File: config.mk
export PLATFORM = sky130hd
export DESIGN_NAME = backlight_tier_controller_top
export DESIGN_NICKNAME = d
export VERILOG_FILES = /design/src/rtl/btc_pkg.sv /design/src/rtl/btc_cfg.sv /design/src/rtl/btc_core.sv /design/src/rtl/backlight_tier_controller_top.sv
export SDC_FILE = /design/constraint.sdc
export NUM_CORES = 1
export LEC_CHECK = 0
export BUFFER_PORTS_ARGS = -buffer_cell sky130_fd_sc_hd__buf_2
export CAP_MARGIN = 20
export CORE_AREA = 5 5 203 205
export DETAILED_ROUTE_END_ITERATION = 12
export DIE_AREA = 0 0 208 210
export MAX_ROUTING_LAYER = met4
export PLACE_DENSITY = 0.65
export SLEW_MARGIN = 15
export SYNTH_ARGS = -nofsm -noshare
export SYNTH_HDL_FRONTEND = slang
export SYNTH_SLANG_ARGS = --single-unit
File: constraint.sdc
create_clock -name clk -period 9 [get_ports clk]
set_clock_uncertainty 0.1 [all_clocks]
set_input_delay 1.35 -clock clk [delete_from_list [all_inputs] [get_ports clk]]
set_output_delay 1.35 -clock clk [all_outputs]
set_load 0.03 [all_outputs]
File: src/rtl/btc_pkg.sv
`timescale 1ns / 1ps

package btc_pkg;

  // activity state encoding
  localparam logic [2:0] ST_ASLEEP  = 3'd0;
  localparam logic [2:0] ST_IDLE    = 3'd1;
  localparam logic [2:0] ST_BUSY    = 3'd2;
  localparam logic [2:0] ST_WAIT    = 3'd3;
  localparam logic [2:0] ST_DONE    = 3'd4;

  // automatic tiers
  localparam logic [1:0] TIER_NONE  = 2'd0;
  localparam logic [1:0] TIER_DIM   = 2'd1;
  localparam logic [1:0] TIER_SLEEP = 2'd2;

  // configuration register indexes
  localparam int CFG_IDX_BITS = 3;
  localparam logic [CFG_IDX_BITS-1:0] REG_STALE_DIM   = 3'd0;
  localparam logic [CFG_IDX_BITS-1:0] REG_STALE_SLEEP = 3'd1;
  localparam logic [CFG_IDX_BITS-1:0] REG_IDLE_DIM    = 3'd2;
  localparam logic [CFG_IDX_BITS-1:0] REG_DEBOUNCE    = 3'd3;
  localparam logic [CFG_IDX_BITS-1:0] REG_DUTY_FULL   = 3'd4;
  localparam logic [CFG_IDX_BITS-1:0] REG_DUTY_HIGH   = 3'd5;
  localparam logic [CFG_IDX_BITS-1:0] REG_DUTY_DIM    = 3'd6;
  localparam logic [CFG_IDX_BITS-1:0] REG_DUTY_LOW    = 3'd7;

  localparam int CFG_DATA_BITS = 32;

  // reset values
  localparam logic [31:0] RST_STALE_DIM   = 32'd30000;
  localparam logic [31:0] RST_STALE_SLEEP = 32'd300000;
  localparam logic [31:0] RST_IDLE_DIM    = 32'd15000;
  localparam logic [15:0] RST_DEBOUNCE    = 16'd180;
  localparam logic [7:0]  RST_DUTY_FULL   = 8'd255;
  localparam logic [7:0]  RST_DUTY_HIGH   = 8'd160;
  localparam logic [7:0]  RST_DUTY_DIM    = 8'd70;
  localparam logic [7:0]  RST_DUTY_LOW    = 8'd20;

  typedef struct packed {
    logic [31:0] now_ms;
    logic        button_released;
    logic        host_line_ok;
    logic        state_present;
    logic [2:0]  host_state;
  } in_t;

  typedef struct packed {
    logic [7:0] duty;
    logic [1:0] level_index;
    logic [2:0] shown_state;
    logic       manual_hold;
    logic       auto_dimmed;
  } out_t;

  typedef struct packed {
    logic [31:0]     dim_timeout;
    logic [31:0]     sleep_timeout;
    logic [31:0]     idle_timeout;
    logic [15:0]     debounce_ms;
    logic [3:0][7:0] duty;
  } cfg_t;

  // brightness level that each automatic tier forces
  function automatic logic [1:0] tier_level(input logic [1:0] tier);
    logic [1:0] lvl;
    case (tier)
      TIER_NONE:  lvl = 2'd0;
      TIER_DIM:   lvl = 2'd2;
      default:    lvl = 2'd3;
    endcase
    return lvl;
  endfunction

endpackage

File: src/rtl/btc_cfg.sv
`timescale 1ns / 1ps

module btc_cfg (
  input  logic                                clk,
  input  logic                                rst,
  input  logic                                cfg_we,
  input  logic [btc_pkg::CFG_IDX_BITS-1:0]    cfg_index,
  input  logic [btc_pkg::CFG_DATA_BITS-1:0]   cfg_data,
  output btc_pkg::cfg_t                       cfg
);
  import btc_pkg::*;

  always_ff @(posedge clk) begin
    if (rst) begin
      cfg.dim_timeout    <= RST_STALE_DIM;
      cfg.sleep_timeout  <= RST_STALE_SLEEP;
      cfg.idle_timeout   <= RST_IDLE_DIM;
      cfg.debounce_ms    <= RST_DEBOUNCE;
      cfg.duty[0]        <= RST_DUTY_FULL;
      cfg.duty[1]        <= RST_DUTY_HIGH;
      cfg.duty[2]        <= RST_DUTY_DIM;
      cfg.duty[3]        <= RST_DUTY_LOW;
    end else if (cfg_we) begin
      unique case (cfg_index)
        REG_STALE_DIM:   cfg.dim_timeout    <= cfg_data;
        REG_STALE_SLEEP: cfg.sleep_timeout  <= cfg_data;
        REG_IDLE_DIM:    cfg.idle_timeout   <= cfg_data;
        REG_DEBOUNCE:    cfg.debounce_ms    <= cfg_data[15:0];
        REG_DUTY_FULL:   cfg.duty[0]        <= cfg_data[7:0];
        REG_DUTY_HIGH:   cfg.duty[1]        <= cfg_data[7:0];
        REG_DUTY_DIM:    cfg.duty[2]        <= cfg_data[7:0];
        REG_DUTY_LOW:    cfg.duty[3]        <= cfg_data[7:0];
        default: ;
      endcase
    end
  end

endmodule

File: src/rtl/btc_core.sv
`timescale 1ns / 1ps

module btc_core #(
  parameter int TIME_BITS = 32
) (
  input  logic          clk,
  input  logic          rst,
  input  logic          step,
  input  btc_pkg::in_t  item,
  input  btc_pkg::cfg_t cfg,
  output btc_pkg::out_t result
);
  import btc_pkg::*;

  logic [2:0]           host_activity;
  logic [TIME_BITS-1:0] state_entry_time;
  logic [TIME_BITS-1:0] last_data_time;
  logic [1:0]           bright_index;
  logic [1:0]           previous_tier;
  logic                 manual_flag;
  logic                 auto_flag;
  logic [TIME_BITS-1:0] last_press_time;
  logic                 prior_button_level;

  logic [2:0]           host_activity_next;
  logic [TIME_BITS-1:0] state_entry_time_next;
  logic [TIME_BITS-1:0] last_data_time_next;
  logic [1:0]           bright_index_next;
  logic [1:0]           previous_tier_next;
  logic                 manual_flag_next;
  logic                 auto_flag_next;
  logic [TIME_BITS-1:0] last_press_time_next;

  logic [TIME_BITS-1:0] now;
  logic                 line_acc;
  logic                 press;
  logic [1:0]           idx_btn;
  logic                 manual_btn;
  logic                 auto_btn;
  logic [TIME_BITS-1:0] since_data;
  logic [TIME_BITS-1:0] since_entry;
  logic [TIME_BITS-1:0] since_press;
  logic                 stale_sleep;
  logic                 stale_dim;
  logic [2:0]           shown;
  logic [1:0]           data_tier;
  logic [1:0]           state_tier;
  logic [1:0]           tier;

  assign now = item.now_ms[TIME_BITS-1:0];

  always_comb begin
    // host line; a state code out of range drops the whole line
    line_acc = item.host_line_ok && !(item.state_present && (item.host_state > ST_DONE));
    host_activity_next    = host_activity;
    state_entry_time_next = state_entry_time;
    if (line_acc && item.state_present && (item.host_state != host_activity)) begin
      host_activity_next    = item.host_state;
      state_entry_time_next = now;
    end
    last_data_time_next = line_acc ? now : last_data_time;

    // debounced press edge
    since_press = now - last_press_time;
    press = (item.button_released != prior_button_level) && !item.button_released &&
            (32'(since_press) >= 32'(cfg.debounce_ms));
    last_press_time_next = press ? now : last_press_time;
    idx_btn    = bright_index;
    auto_btn   = auto_flag;
    manual_btn = manual_flag;
    if (press) begin
      if (auto_flag) begin
        idx_btn  = 2'd0;
        auto_btn = 1'b0;
      end else begin
        idx_btn = bright_index + 2'd1;
      end
      manual_btn = 1'b1;
    end

    // staleness overrides and tiers
    since_data  = now - last_data_time_next;
    since_entry = now - state_entry_time_next;
    stale_sleep = 32'(since_data) >= cfg.sleep_timeout;
    stale_dim   = 32'(since_data) >= cfg.dim_timeout;
    if (stale_sleep) begin
      shown = ST_ASLEEP;
    end else if (stale_dim &&
                 (host_activity_next == ST_BUSY || host_activity_next == ST_WAIT)) begin
      shown = ST_IDLE;
    end else begin
      shown = host_activity_next;
    end

    if (stale_sleep) data_tier = TIER_SLEEP;
    else if (stale_dim) data_tier = TIER_DIM;
    else data_tier = TIER_NONE;

    if (shown == ST_ASLEEP) state_tier = TIER_SLEEP;
    else if (shown == ST_IDLE && 32'(since_entry) >= cfg.idle_timeout) state_tier = TIER_DIM;
    else state_tier = TIER_NONE;

    tier = (state_tier > data_tier) ? state_tier : data_tier;

    previous_tier_next = previous_tier;
    bright_index_next  = idx_btn;
    manual_flag_next   = manual_btn;
    auto_flag_next     = auto_btn;
    if (tier != previous_tier) begin
      // tier change releases the manual hold
      previous_tier_next = tier;
      manual_flag_next   = 1'b0;
      auto_flag_next     = (tier != TIER_NONE);
      bright_index_next  = tier_level(tier);
    end else if (!manual_btn) begin
      auto_flag_next    = (tier != TIER_NONE);
      bright_index_next = tier_level(tier);
    end

    result.duty        = cfg.duty[bright_index_next];
    result.level_index = bright_index_next;
    result.shown_state = shown;
    result.manual_hold = manual_flag_next;
    result.auto_dimmed = auto_flag_next;
  end

  always_ff @(posedge clk) begin
    if (rst) begin
      host_activity      <= ST_IDLE;
      state_entry_time   <= '0;
      last_data_time     <= '0;
      bright_index       <= 2'd0;
      previous_tier      <= TIER_NONE;
      manual_flag        <= 1'b0;
      auto_flag          <= 1'b0;
      last_press_time    <= '0;
      prior_button_level <= 1'b1;
    end else if (step) begin
      host_activity      <= host_activity_next;
      state_entry_time   <= state_entry_time_next;
      last_data_time     <= last_data_time_next;
      bright_index       <= bright_index_next;
      previous_tier      <= previous_tier_next;
      manual_flag        <= manual_flag_next;
      auto_flag          <= auto_flag_next;
      last_press_time    <= last_press_time_next;
      prior_button_level <= item.button_released;
    end
  end

endmodule

File: src/rtl/backlight_tier_controller_top.sv
`timescale 1ns / 1ps
// Datapath: the input register loads at the accepting edge and the result register then loads
// from it; the state update runs at the same edge as the result register load.
// Throughput: one transaction per clock while out_ready takes the output; the state feedback loop
// through btc_core runs combinationally into the state registers, so back-to-back polls need no stalls.
// Reset (rst, synchronous, active high) empties both registers, restores the default
// configuration and returns the controller state to idle at full brightness.
module backlight_tier_controller_top #(
  parameter int TIME_BITS = 32
) (
  input  logic                              clk,
  input  logic                              rst,
  input  logic                              in_valid,
  output logic                              in_ready,
  input  btc_pkg::in_t                      in_data,
  output logic                              out_valid,
  input  logic                              out_ready,
  output btc_pkg::out_t                     out_data,
  input  logic                              cfg_we,
  input  logic [btc_pkg::CFG_IDX_BITS-1:0]  cfg_index,
  input  logic [btc_pkg::CFG_DATA_BITS-1:0] cfg_data
);
  import btc_pkg::*;

  cfg_t cfg;
  in_t  item;
  logic item_valid;
  logic advance;
  logic step;
  out_t result;

  assign advance  = !out_valid || out_ready;
  assign step     = item_valid && advance;
  assign in_ready = !item_valid || advance;

  btc_cfg u_cfg (
    .clk       (clk),
    .rst       (rst),
    .cfg_we    (cfg_we),
    .cfg_index (cfg_index),
    .cfg_data  (cfg_data),
    .cfg       (cfg)
  );

  btc_core #(
    .TIME_BITS (TIME_BITS)
  ) u_core (
    .clk    (clk),
    .rst    (rst),
    .step   (step),
    .item   (item),
    .cfg    (cfg),
    .result (result)
  );

  always_ff @(posedge clk) begin
    if (rst) begin
      item_valid <= 1'b0;
    end else if (in_ready) begin
      item_valid <= in_valid;
    end
  end

  always_ff @(posedge clk) begin
    if (in_valid && in_ready) begin
      item <= in_data;
    end
  end

  always_ff @(posedge clk) begin
    if (rst) begin
      out_valid <= 1'b0;
    end else if (advance) begin
      out_valid <= item_valid;
    end
  end

  always_ff @(posedge clk) begin
    if (step) begin
      out_data <= result;
    end
  end

endmodule

== After elaboration in Yosys (flattened, before gate mapping) ==
Cells that the tools add are included.

* Add/sub/neg operators: 4
* Order comparisons: 7
* Equal/unequal tests: 14
* Multiplexer cells: 22
* Reductions and logical operators: 31

{| class="wikitable"
|+ Operator list
! operator !! count
|-
| $ge 32x32->1 || 3
|-
| $sub 32x32->32 || 3
|-
| $mux 32 || 2
|-
| $ge 32x16->1 || 1
|-
| $reduce_and 2->1 || 10
|-
| $bmux 8 s2 || 1
|-
| $mux 2 || 7
|-
| $eq 3x2->1 const B || 4
|-
| $eq 3x3->1 const B || 4
|-
| $logic_and 1x1->1 || 10
|-
| $mux 3 || 3
|-
| $mux 8 || 1
|-
| $mux 1 || 7
|-
| $eq 3x1->1 const B || 2
|-
| $logic_not 3->1 || 2
|-
| $logic_not 1->1 || 4
|-
| $pmux 2 s2 || 1
|-
| $gt 3x3->1 const B || 1
|-
| $logic_or 1x1->1 || 3
|-
| $lt 2x3->1 const B || 1
|-
| $ne 3x3->1 || 1
|-
| $add 2x1->2 const B || 1
|-
| $eq 2x1->1 const B || 1
|-
| $gt 2x2->1 || 1
|-
| other kinds (4) || 4
|}

* Register bits: 305
* Bits of input ports: 78
* Output and inout bits: 17

== Depth between registers and ports, before layout ==
Gate-level depths: netlist of run 1.

* Word-level depth: 24
* Gate-level depth with buffers: 49

== Modules after synthesis ==
A second synthesis of run 1 with hierarchy kept.

* Cell total of the unflattened synthesis: 2229
* Area total of the unflattened synthesis: 20203.1 um2

{| class="wikitable"
|+ By module, submodules not included
! module !! instances !! cells an instance !! area an instance (um2)
|-
| btc_core || 1 || 1632 || 12773.5
|-
| btc_cfg || 1 || 534 || 5734.2
|-
| backlight_tier_controller_top || 1 || 63 || 1695.4
|}

== Least setup slack after synthesis of run 1 ==
No wires, ideal clock.

* Kind: reg2reg
* Start: reg, netlist name item[0]
* End: reg out_data[10] (netlist name), data pin
* Setup time: 0.264 ns
* Data arrival time: 7.929 ns
* Data required time: 8.636 ns
* Slack: 0.707 ns
* Stages on the path, launching flop included: 44
* Clock period less this slack: 8.293 ns
* Path through: edfxtp_1 -> clkbuf_1 -> o211ai_1 -> nand2_1 -> clkbuf_1 -> mux2i_1 -> ha_1 -> o211ai_1 -> a21oi_1 -> o41ai_1 -> nor3_1 -> o21a_1 -> a211oi_1 -> o31a_1 -> o211a_1 -> o21ai_0 -> or4_1 -> a31o_2 -> (+8 left out) -> a21oi_1 -> a21oi_1 -> a21oi_1 -> ha_1 -> nand2b_1 -> o211ai_1 -> nand2_1 -> a21oi_1 -> o21ai_0 -> nand3_1 -> mux2_2 -> nor2_1 -> nor2_1 -> a21oi_1 -> buf_6 -> buf_8 -> mux2i_1 -> mux2i_1

{| class="wikitable"
|+ RTL lines
! what !! line !! RTL
|-
| end signal: assignment || backlight_tier_controller_top.sv:80 || <nowiki>out_data <= result;</nowiki>
|-
| end: declaration || backlight_tier_controller_top.sv:18 || <nowiki>output btc_pkg::out_t out_data,</nowiki>
|}

==> results of run 1 <==
## worst max-delay path, delay by kind of cell, from the launching register on
family | cells | cell delay, ns
AO/OA/AOI/OAI | 20 | 3.60
XOR/XNOR | 1 | 0.10
adder cells (fa/ha/maj) | 3 | 0.88
buffers and inverters | 4 | 0.67
flip-flops | 1 | 0.47
multiplexers | 4 | 0.90
AND/OR/NAND/NOR | 11 | 1.73
## cells in the final DEF (no fill, tap or decap), drive strengths merged, types with 24 or more instances in the layout
cell type / count
a211o: 39
a211oi: 75
a21o: 62
a21oi: 237
buf: 127
clkbuf: 54
dfxtp: 252
edfxtp: 53
ha: 208
inv: 176
mux2i: 101
nand2: 274
nand2b: 28
nand3: 28
nand4: 24
nor2: 239
nor2b: 35
nor3: 29
o21ai: 69
xnor2: 59
## metrics by stage
stage	hold slack [ns]	TNS, ns	utilization (%)
floorplan	0.336	0	-
global placement	0.344	0	51.1
detailed placement	0.347	0	51.1
CTS	0.354	0	54.3
global route	0.372	-1.59	55.3
finish	0.352	0	55.3
## where the power goes
part / switching (W) / internal, W
sequential: 0.0000501 / 0.00147
combinational: 0.000777 / 0.000609
clock: 0.000606 / 0.000940
## how the worst max path moves through the flow
stage              endpoint  slack (ns)  cells after the start
2_1_floorplan  out_data[10]        0.71                     43
3_3_place_gp   out_data[10]        0.27                     38
3_5_place_dp   out_data[10]        0.07                     38
4_1_cts         out_data[7]        0.13                     43
5_1_grt         out_data[7]       -0.20                     44
6_report        out_data[7]        0.24                     43
## layer usage
layer	track usage (%)	wire [um]
met1	28.8	22900
met2	39.2	24500
met3	2.95	2060
met4	10.2	2250
met5	-	0
## cells in the mapped netlist, types with 4 or more instances
| cell | n | area [um2] |
|---|---|---|
| nand2_1 | 274 | 1030 |
| dfxtp_1 | 252 | 5040 |
| nor2_1 | 238 | 893 |
| a21oi_1 | 235 | 1180 |
| ha_1 | 208 | 2600 |
| inv_1 | 173 | 649 |
| mux2i_1 | 101 | 1010 |
| clkbuf_1 | 83 | 312 |
| a211oi_1 | 74 | 556 |
| o21ai_0 | 68 | 340 |
| a21o_1 | 62 | 465 |
| xnor2_1 | 59 | 517 |
| edfxtp_1 | 53 | 1590 |
| a211o_1 | 39 | 342 |
| nor2b_1 | 35 | 219 |
| nand2b_1 | 28 | 175 |
| nand3_1 | 28 | 140 |
| nor3_1 | 27 | 135 |
| nand4_1 | 24 | 150 |
| xor2_1 | 20 | 175 |
| o21a_1 | 19 | 143 |
| o211ai_1 | 14 | 105 |
| and3_1 | 12 | 75.1 |
| nand3b_1 | 11 | 82.6 |
| a31oi_1 | 9 | 56.3 |
| o21bai_1 | 9 | 67.6 |
| and2_1 | 8 | 50.1 |
| buf_2 | 8 | 40.0 |
| o31ai_1 | 8 | 60.1 |
| clkbuf_2 | 7 | 35.0 |
| or2_2 | 7 | 43.8 |
| a31o_2 | 6 | 52.6 |
| buf_1 | 6 | 22.5 |
| nor3b_1 | 6 | 45.0 |
| nor4_1 | 6 | 37.5 |
| o211a_1 | 6 | 60.1 |
| o31a_1 | 6 | 52.6 |
| buf_4 | 5 | 37.5 |
| a21boi_0 | 4 | 30.0 |
| or4_1 | 4 | 30.0 |
## cell families after synthesis
| family | share of synthesized area, % |
|---|---|
| AOI/OAI and AO/OA | 20.0 |
| xor gates and xnor gates | 3.68 |
| adders and majority gates | 13.8 |
| buffers and inverters | 5.85 |
| DFF | 34.5 |
| muxes | 5.37 |
| and+or+nand+nor | 16.8 |
## flip-flops by register name (all words and copies together), names as in the netlist
signal and count:
u_core.last_data_time 32, item 38, u_core.auto_flag 1, u_cfg.cfg 144, u_core.state_entry_time 32, u_core.manual_flag 1, out_data 15, u_core.prior_button_level 1
u_core.last_press_time 32, u_core.bright_index 2, u_core.host_activity 3, u_core.previous_tier 2, item_valid 1, out_valid 1
## area by class of cell
type                            instances  area, um2  area share, %
Multi-Input combinational cell       1710      11700           53.9
Clock inverter                         16        161          0.743
Tap cell                              525        657           3.03
Sequential cell                       305       6640           30.6
Timing Repair Buffer                  129        808           3.72
Clock buffer                           52       1100           5.05
Inverter                              174        656           3.02
## what timing repair did
| item | 4_1_cts | 5_1_grt |
|---|---|---|
| hold endpoints to repair | 0 | 0 |
| pin swaps | 0 | 20 |
| hold buffers | 0 | 0 |
| setup endpoints to repair | 1 | 14 |
| gates resized for setup | 1 | 45 |
| buffers inserted | 0 | 15 |
| cloned | 0 | 1 |
==> results.json, run 1 <==
{
  "min_delay_worst_endpoint": "u_cfg.cfg[63]",
  "cp_data_arrival_time_ns": 8.95,
  "cts_buffers": 37,
  "finalPower_w": 0.00445,
  "fp.dieW_um": 208,
  "finalSetupViolations": 0,
  "cp_max_fo": 9,
  "r2r_slack_ns": 0.24,
  "overflow": 0,
  "drt_iter0_drc": 945,
  "p_leak_nw": 8.86,
  "cp-end-kind": "register",
  "wire_per_inst_um": 17.7,
  "fillCellCount": 3667,
  "firstDrtPassIters": 5,
  "antenna_found_initial": 0,
  "via_count": 16300,
  "synth_async_sr_flop_share_pct": 0,
  "initial_utilization_pct": 49.0,
  "ir_drop_uv": 108,
  "area_growth_pct": 12.8,
  "nNetsFinal": 2646,
  "cap_violations": 0,
  "grt_pass1_wl_mm": 81.8,
  "die-area_mm2": 0.0437,
  "place.gp.congestion": 0.901,
  "worst_setup_path_start_kind": "register",
  "crit_start": "item[1]",
  "cts_tree": "done",
  "slew_violations": 0,
  "hold_class": "register to register",
  "holdPathStages": 2,
  "post-place-ws_ns": 0.0656,
  "rows": 73,
  "ctsRootBufferMaster": "clkbuf_16",
  "period_share_pct": 97.3,
  "grt_use_total_pct": 23.5,
  "numClockSinks": 305,
  "syn_inst": 2300,
  "ys_ff_latch": 305,
  "core-area_mm2": 0.0393,
  "ys.flop_type": "dfxtp_1",
  "dpl.hpwl_mm": 37.5,
  "seq_area_frac_synth_pct": 34.5,
  "synthDistinctLibCells": 77,
  "synth_area_mm2": 0.0193,
  "crit_top_cell": "a21oi_2",
  "syn_avg_cell_area_um2": 8.37,
  "place_area_mm2": 0.0201,
  "stdcell_area_mm2": 0.0217,
  "power.density_mw_per_mm2": 205,
  "cp.required_ns": 9.20,
  "grt_pass1_vias": 15800,
  "placed_cells": 2825,
  "worstRegToRegCells": 43,
  "clk_pin_slew_ns": 0.06,
  "yosysWarnings": 0,
  "synthesis.nets": 2589,
  "fmax_mhz": 114,
  "cts_max_level": 2,
  "worstHoldStart": "u_cfg.cfg[63]",
  "postLayoutSetupSlackWorst_ns": 0.243,
  "worst_pin_slew_ns": 1.15,
  "vias_per_cell": 5.60,
  "routed_wl_mm": 51.7,
  "outcome": "finished, final reports clean",
  "portBuffers": 94,
  "layout-drive-gt1-share_pct": 10.6,
  "slowest_delay_ns": 0.56,
  "clkLatencyLatePin_ns": 0.55,
  "cp_slowest_cell": "or4_4",
  "reg2reg_to": "out_data[7]",
  "die_y_um": 210,
  "fin_crit_ns": 8.76,
  "slew_headroom_pct": 23.5,
  "insertedDiodeCount": 0,
  "reg2reg_from": "item[1]",
  "hold_viol_final": 0,
  "antenna_left": 0,
  "clockBufferDepth": 3,
  "pin_count": 95,
  "grt_max_degree": 100,
  "synth-edff-count": 53,
  "final_cells": 2911,
  "crit_type": "register to register",
  "drc": 0
}
Note: power is estimated with default switching activity, not from simulation.
==> inputs of run 2 (changes only) <==
- ABC_AREA: not set -> 1
- CORE_AREA: 5 5 203 205 -> 5 5 206 208
- DIE_AREA: 0 0 208 210 -> 0 0 211 213
- GPL_TIMING_DRIVEN: not set -> 0
- PLACE_DENSITY: 0.65 -> 0.66
==> results.json, run 2 <==
{
  "antenna_left": 0,
  "timing.setup.tns_ns": 0,
  "syn_inst": 2745,
  "firstDrtPassIters": 5,
  "synth_top_cell_by_area": "dfxtp_1",
  "cp_slowest_cell": "edfxtp_1",
  "final_common_cell": "nand2_1",
  "fp.dieW_um": 211,
  "min_delay_worst_endpoint": "u_core.last_press_time[23]",
  "synthesis.nets": 3034,
  "antenna_found_initial": 1,
  "holdPathStages": 2,
  "finalSetupViolations": 0,
  "biggestRegsByFlops": "u_cfg.cfg: 144 flops, item: 38 flops",
  "reg2reg_from": "item[2]",
  "grt_use_total_pct": 27.2,
  "synth-edff-count": 53,
  "ir_drop_uv": 147,
  "core-area_mm2": 0.0404,
  "cts_setup_buffers": 0,
  "p_leak_nw": 10.9,
  "cp_max_fo": 10,
  "largest-register": "u_cfg.cfg",
  "reg2reg_to": "out_data[12]",
  "ys_top_cells_by_count": "nand2_1, inv_1, a21oi_1",
  "initial_utilization_pct": 49.5,
  "nNetsFinal": 3168,
  "cts_max_level": 2,
  "clkLatencyLatePin_ns": 0.55,
  "dpl.hpwl_mm": 48.4,
  "crit_top_cell": "nand2_1",
  "routed_wl_mm": 60.6,
  "drt_iter0_drc": 1423,
  "period_share_pct": 93.2,
  "grt_max_degree": 33,
  "cap_violations": 0,
  "worst_pin_slew_ns": 0.958,
  "hold_viol_final": 0,
  "largest_register_ffs": 144,
  "grt_setup_unrepaired": "false",
  "hold_class": "register to register",
  "ys_ff_latch": 305,
  "cp_data_arrival_time_ns": 8.60,
  "worst_setup_path_start_kind": "register",
  "fmax_mhz": 119,
  "layout-drive-gt1-share_pct": 7.05,
  "placed_cells": 3371,
  "cts_tree": "done",
  "cts_resized": 0,
  "die_y_um": 213,
  "ctsHoldBuffers": 0,
  "area_growth_pct": 12.1,
  "slew_violations": 0,
  "overflow": 0,
  "crit_type": "register to register",
  "r2r_slack_ns": 0.61,
  "ys.flop_type": "dfxtp_1",
  "pin_count": 95,
  "multiInputGateArea_mm2": 0.0113,
  "synth_async_sr_flop_share_pct": 0,
  "holdWs_ns": 0.354,
  "place.gp.congestion": 1.01,
  "drc": 0,
  "cp-end-kind": "register",
  "fillCellCount": 3960,
  "yosys-top-cells-area": "dfxtp_1, ha_1, nand2_1",
  "cp.required_ns": 9.20,
  "vias_per_cell": 5.40,
  "final_cells": 3442,
  "syn_avg_cell_area_um2": 7.28,
  "worstHoldStart": "u_core.last_press_time[23]",
  "numClockSinks": 305,
  "fin_crit_ns": 8.39,
  "cp_num_buf_inv": 7,
  "die-area_mm2": 0.0449,
  "slowest_delay_ns": 0.44,
  "synthDistinctLibCells": 48,
  "clk_pin_slew_ns": 0.06,
  "cp_top_family": "simple AND/OR/NAND/NOR gates",
  "grt_pass1_wl_mm": 93.6,
  "yosysWarnings": 0,
  "cts_buffers": 38,
  "clockBufferDepth": 3,
  "wire_per_inst_um": 17.6,
  "grt_pass1_vias": 17400,
  "ff_latch_area_mm2": 0.00664,
  "via_count": 18600,
  "outcome": "finished, final reports clean",
  "final_cell_mix": "nand2_1, inv_1, a21oi_1, dfxtp_1, ha_1",
  "worstRegToRegCells": 49,
  "slew_headroom_pct": 36.1,
  "power.density_mw_per_mm2": 207,
  "synth_most_common_cell": "nand2_1",
  "seq_area_frac_synth_pct": 33.2,
  "synth_top_area_share_pct": 25.2,
  "portBuffers": 93,
  "fin_util_pct": 55.5,
  "synth_area_mm2": 0.0200,
  "ctsRootBufferMaster": "clkbuf_16",
  "rows": 74
}
[run 2: changes by cell type after synthesis, moves of 35 or more]
cell / previous run / this run
a211o_1: 39 / 0
a211oi_1: 74 / 3
a21o_1: 62 / 7
inv_1: 173 / 442
mux2i_1: 101 / 56
nand2_1: 274 / 574
nand3_1: 28 / 118
nor2_1: 238 / 172
nor2b_1: 35 / 0
o211ai_1: 14 / 95
o21ai_0: 68 / 195
xnor2_1: 59 / 18
xor2_1: 20 / 60
[run 2: tightest hold or removal path, stage by stage, from the launching register on]
cell and delay [ns]:
dfxtp_1 0.29, inv_1 0.06, a21oi_1 0.06
[run 2: logic make-up (layout without fill, tap and decap cells)]
kind of cell / Yosys count / count (layout) / synth area share, %
buffers and inverters: 532 / 695 / 10.2
muxes: 56 / 56 / 2.80
adders and majority gates: 211 / 211 / 13.3
and+or+nand+nor: 945 / 945 / 19.8
other: 0 / 2 / 0
AOI/OAI and AO/OA: 618 / 618 / 17.3
xor gates and xnor gates: 78 / 78 / 3.42
DFF: 305 / 305 / 33.2
[run 2: cell type report]
class                      count  area share [%]
antenna                        2          0.0223
buffer                        82            1.58
clock buffer                  50            4.91
clock inverter                19           0.681
inverter                     450            7.54
multi-input combinational   1908            50.5
sequential                   305            29.6
tap                          532            2.97
timing repair buffer          94            2.17
[run 2: metrics by stage]
stage               instance area (um2)  setup WS [ns]  power, W
floorplan                         20000           2.27   0.00269
global placement                  21100          0.450   0.00307
detailed placement                21100          0.263   0.00311
CTS                               22400          0.188   0.00465
global route                      22400        0.00884   0.00493
finish                            22400          0.608   0.00463
[run 2: metal layers]
layer / up-vias / track usage, % / share of wire (%)
li1: 9337 / - / -
met1: 8572 / 34.7 / 44
met2: 526 / 42.7 / 45
met3: 139 / 4.06 / 6.1
met4: 0 / 12.7 / 4.8
met5: - / - / 0
[run 2: how the worst max path moves through the flow]
stage	depth (start not counted)	startpoint	endpoint
6_report	49	item[2]	out_data[12]
2_1_floorplan	45	item[2]	out_data[12]
4_1_cts	45	item[2]	out_data[12]
5_1_grt	53	item[2]	out_data[12]
3_5_place_dp	46	item[2]	out_data[12]
3_3_place_gp	45	item[2]	out_data[12]
[run 2: power by group]
group / switching (W) / internal [W]
registers: 0.0000521 / 0.00149
logic: 0.00100 / 0.000551
clock network: 0.000617 / 0.000920
